### src/hw/rtl/oaie_pkg.sv
// Shared constants, operation codes and cell command types for the ordered array.
package oaie_pkg;

    // Array geometry
    localparam int CAPACITY = 64;
    localparam int DATA_W   = 32;
    localparam int IDX_W    = $clog2(CAPACITY);
    localparam int CNT_W    = $clog2(CAPACITY + 1);

    // Port field widths
    localparam int FUNC_W   = 3;
    localparam int POS_W    = 6;
    localparam int VALUE_W  = 32;
    localparam int COUNT_W  = 7;
    localparam int STATUS_W = 2;

    // Width that holds both a position and a count for compares
    localparam int CMP_W = (POS_W > CNT_W) ? POS_W : CNT_W;

    // Operation codes
    localparam logic [FUNC_W-1:0] FN_APPEND     = 3'd0;
    localparam logic [FUNC_W-1:0] FN_REMOVE     = 3'd1;
    localparam logic [FUNC_W-1:0] FN_INSERT     = 3'd2;
    localparam logic [FUNC_W-1:0] FN_ERASE      = 3'd3;
    localparam logic [FUNC_W-1:0] FN_READ_AT    = 3'd4;
    localparam logic [FUNC_W-1:0] FN_CLEAR      = 3'd5;
    localparam logic [FUNC_W-1:0] FN_READ_FRONT = 3'd6;
    localparam logic [FUNC_W-1:0] FN_READ_BACK  = 3'd7;

    // Status codes
    localparam logic [STATUS_W-1:0] ST_OK    = 2'd0;
    localparam logic [STATUS_W-1:0] ST_RANGE = 2'd1;
    localparam logic [STATUS_W-1:0] ST_FULL  = 2'd2;

    // Per-cycle action broadcast to every cell
    typedef enum logic [1:0] {
        CK_NONE,
        CK_WRITE,
        CK_INSERT,
        CK_ERASE
    } t_cell_op;

    typedef struct packed {
        t_cell_op            op;
        logic [IDX_W-1:0]    pos;
        logic [DATA_W-1:0]   value;
        logic [IDX_W-1:0]    rd_pos;
    } t_cell_cmd;

endpackage

### src/hw/rtl/oaie_cell.sv
// One storage cell of the array: holds a word and trades it with its neighbors.
module oaie_cell (
    input  logic                      i_clk,
    input  logic [oaie_pkg::IDX_W-1:0]  i_index,
    input  oaie_pkg::t_cell_cmd       i_cmd,
    input  logic [oaie_pkg::DATA_W-1:0] i_left_data,
    input  logic [oaie_pkg::DATA_W-1:0] i_right_data,
    output logic [oaie_pkg::DATA_W-1:0] o_data,
    output logic [oaie_pkg::DATA_W-1:0] o_read
);
    import oaie_pkg::*;

    logic [DATA_W-1:0] r_data;
    logic [DATA_W-1:0] n_data;

    // Pick the next word: load, take from a neighbor, or hold
    always_comb begin
        n_data = r_data;
        unique case (i_cmd.op)
            CK_WRITE: begin
                if (i_index == i_cmd.pos) n_data = i_cmd.value;
            end
            CK_INSERT: begin
                if (i_index == i_cmd.pos)     n_data = i_cmd.value;
                else if (i_index > i_cmd.pos) n_data = i_left_data;
            end
            CK_ERASE: begin
                if (i_index >= i_cmd.pos) n_data = i_right_data;
            end
            default: n_data = r_data;
        endcase
    end

    always_ff @(posedge i_clk) begin
        r_data <= n_data;
    end

    assign o_data = r_data;
    // Drive the shared read bus only when addressed
    assign o_read = (i_index == i_cmd.rd_pos) ? r_data : '0;

endmodule

### config.mk
export PLATFORM = sky130hd
export DESIGN_NAME = oaie_cell
export DESIGN_NICKNAME = d
export VERILOG_FILES = /design/src/hw/rtl/oaie_pkg.sv /design/src/hw/rtl/oaie_cell.sv
export SDC_FILE = /design/constraint.sdc
export NUM_CORES = 1
export LEC_CHECK = 0
export ABC_AREA = 1
export BUFFER_PORTS_ARGS = -buffer_cell sky130_fd_sc_hd__buf_4
export CAP_MARGIN = 20
export CORE_ASPECT_RATIO = 1.1
export CORE_MARGIN = 5
export CORE_UTILIZATION = 40
export DETAILED_ROUTE_END_ITERATION = 6
export PLACE_DENSITY = 0.78
export SLEW_MARGIN = 20
export SYNTH_ARGS = -nofsm -noshare
export SYNTH_HDL_FRONTEND = slang
export SYNTH_SLANG_ARGS = --single-unit
### constraint.sdc
create_clock -name i_clk -period 2 [get_ports i_clk]
set_clock_uncertainty 0.1 [all_clocks]
set_input_delay 0.1 -clock i_clk [delete_from_list [all_inputs] [get_ports i_clk]]
set_output_delay 0.1 -clock i_clk [all_outputs]
set_load 0.02 [all_outputs]
==> results by group <==
Layout
  – Share of cells above drive strength 1: 40.0%
  – Number of fill cells: 688
  – FF/Latch Area: roughly 960 µm²
  – Max FFs per register: 32
  – ANT cells: 0
  – Final nets: 709
  – Area of the multi-input gates: 1460 µm²
  – Area grow syn2layout: 47.5%

Detailed routing
  – DRC: 0
  – First-iteration detailed-routing DRC count: 110
  – Via count: 3299
  – Pre-Repair DR Iteration Count: 4
  – Routed wire length: 9520 µm
  – DRT antenna net count: 0
  – DR WL/cell: 14.1 µm
  – Vias per inst: roughly 5

Clock tree
  – Hold bufs inserted after CTS: 0
  – CTS sink cnt: 32
  – CTS tree: done
  – Post-CTS sizing: 0
  – Clock buffer depth: 2
  – Number of post-CTS setup repair buffers: 0
  – Root Driver: clkbuf_8
  – H-tree depth: 2
  – TritonCTS buffer count: 5
  – Clk pin slew, worst setup/hold paths: ~70 ps

Critical path
  – CP Class: in -> reg
  – Startpoint Class: input port
  – Critical Path RT: 1860 ps
  – CP max stage cell: ha_1
  – Worst Setup SP: i_index[3]
  – Worst Path Max Fanout: 18
  – Slowest stage delay, CP: between 300 and 400 ps
  – Cell Chain, Critical Path: buf_4 -> ha_1 -> nand2_2 -> nor2_8 -> nand2_1 -> nand3_1 -> nand2_1 -> clkinvlp_4 -> buf_4
  – Critical Path End Type: register
  – Critical Path AT: 1390 ps

Floorplanning
  – Die area: 9240 µm²
  – Die X: between 90 and 100 µm
  – IO Pins: 181
  – Die height: ~100 µm
  – # rows: 33
  – Core box area: 7350 µm²
  – Initial Util: 40.4%

Global route
  – Vias in the first global route: 3216
  – GRT Util Overall: ~19%
  – Initial antenna violation count: 0
  – Global-route wire length before repair: roughly 15000 µm
  – Largest net degree at the start of global routing: 44
  – GRT Residual Overflow: 0

Job
  – Max-cap violation count: 0

Synth
  – Avg Cell Area, Syn: 7.10 µm²
  – Ys flop type: edfxtp_1
  – Post-Synthesis Cells: around 420
  – Ranking of synthesized cells by area: edfxtp_1, nand3_1, inv_1, o21bai_1, nand2_1
  – Mapped cell area: 2970 µm²
  – #FFs+latches synth: 32
  – Sequential fraction of the synthesis area: 32.4%
  – Post-synth top area share: 32.4%
  – Yosys warns: 0
  – Count leader, synth: inv_1
  – Top post-synthesis cells by count: inv_1, nand3_1, nand2_1
  – Most area-hungry cell type in the Yosys netlist: edfxtp_1
  – Post-synth cell types: 21
  – Async SR Flop Fraction: 0%
  – Synthesized Nets: between 500 and 600
  – Post-synth EDFFs: 32

Place
  – RePlAce Congestion: 0.815
  – Dpl hpwl: 7440 µm
  – Port Buffers: 180

Min path
  – Worst Hold Class: in -> reg
  – Hold path start: i_left_data[17]

STA
  – Max Slew Vio Count: 0
  – Sum Neg Setup Slack: 0 ps
  – Final min period: between 1500 and 2000 ps
  – Hold Worst Slack: roughly 57 ps
  – Final period utilization: 76.4%
  – Fmax: 0.654 GHz
  – Slew HR: 61.6%
  – Final hold vios: 0
  – RSZ-0062 raised after global routing: no
  – Worst-Margin Slew: 576 ps
  – Final setup fails: 0

Power
  – Leak: 2.26 nW
  – Peak VDD IR: 0.000219 V
  – PwrDens: 492 nW/µm²
  – Power Total: 2.16 mW

Run status
  – Status: finished, final reports clean
path summary, 6_finish.rpt:
check             slack (ps)  depth (start not counted)         end
hold / removal            60                          3  o_data[17]
setup / recovery         470                          9   o_data[3]
per-stage QoR:
stage	setup slack (ps)	util, %	cell area, µm²	cells
3_5_place_dp	186	58.5	4300	666
2_1_floorplan	152	-	2970	418
6_report	472	59.6	4380	674
3_3_place_gp	227	58.5	4300	666
4_1_cts	485	59.6	4380	674
5_1_grt	394	59.6	4380	674
per-layer routing:
| layer | wire (µm) | global-route usage [%] | part of all wire [%] | vias to the layer above |
|---|---|---|---|---|
| li1 | - | - | - | 1677 |
| met5 | 0 | 0 | 0 | - |
| met3 | 777 | 4.80 | 8.2 | 18 |
| met1 | 3530 | 21.2 | 37 | 1469 |
| met4 | 197 | 6.17 | 2.1 | 0 |
| met2 | 5020 | 36.3 | 53 | 135 |
cell type report:
type	count	share of cell area [%]
Clock buffer	7	1.74
Clock inverter	1	0.0857
Inverter	89	7.72
Multi-Input combinational cell	268	33.4
Sequential cell	32	21.9
Tap cell	87	2.49
Timing Repair Buffer	190	32.6
critical path: cells and delay by family:
family	cells	cell delay, ps
adders and majority gates	1	310
buffers and inverters	3	450
and+or+nand+nor	5	510
layout by cell type, fill, tap and decap left out, types with 4 or more instances in the layout:
cell type	synthesis	layout
a21oi_1	30	30
buf_4	4	190
clkbuf_8	0	5
edfxtp_1	32	32
ha_1	6	6
inv_1	86	85
nand2_1	53	53
nand3_1	68	68
nor2_1	13	13
nor2_2	27	27
nor2_4	4	4
o21ai_0	31	31
o21bai_1	29	29
cells by family after synthesis:
logic type,Yosys count,share of synthesized area [%]
AND/OR/NAND/NOR,170,28.7
flip-flops,32,32.4
buffers and inverters,118,18.3
XOR/XNOR,1,0.295
adder cells (fa/ha/maj),6,2.53
AO/OA/AOI/OAI,91,17.8
power by group:
part           switching, mW  internal (mW)  total (mW)
registers             0.0475          0.841       0.889
clock network          0.222          0.242       0.464
logic                  0.437          0.365       0.802
total                  0.707           1.45        2.16
Note: power is estimated with default switching activity, not from simulation.
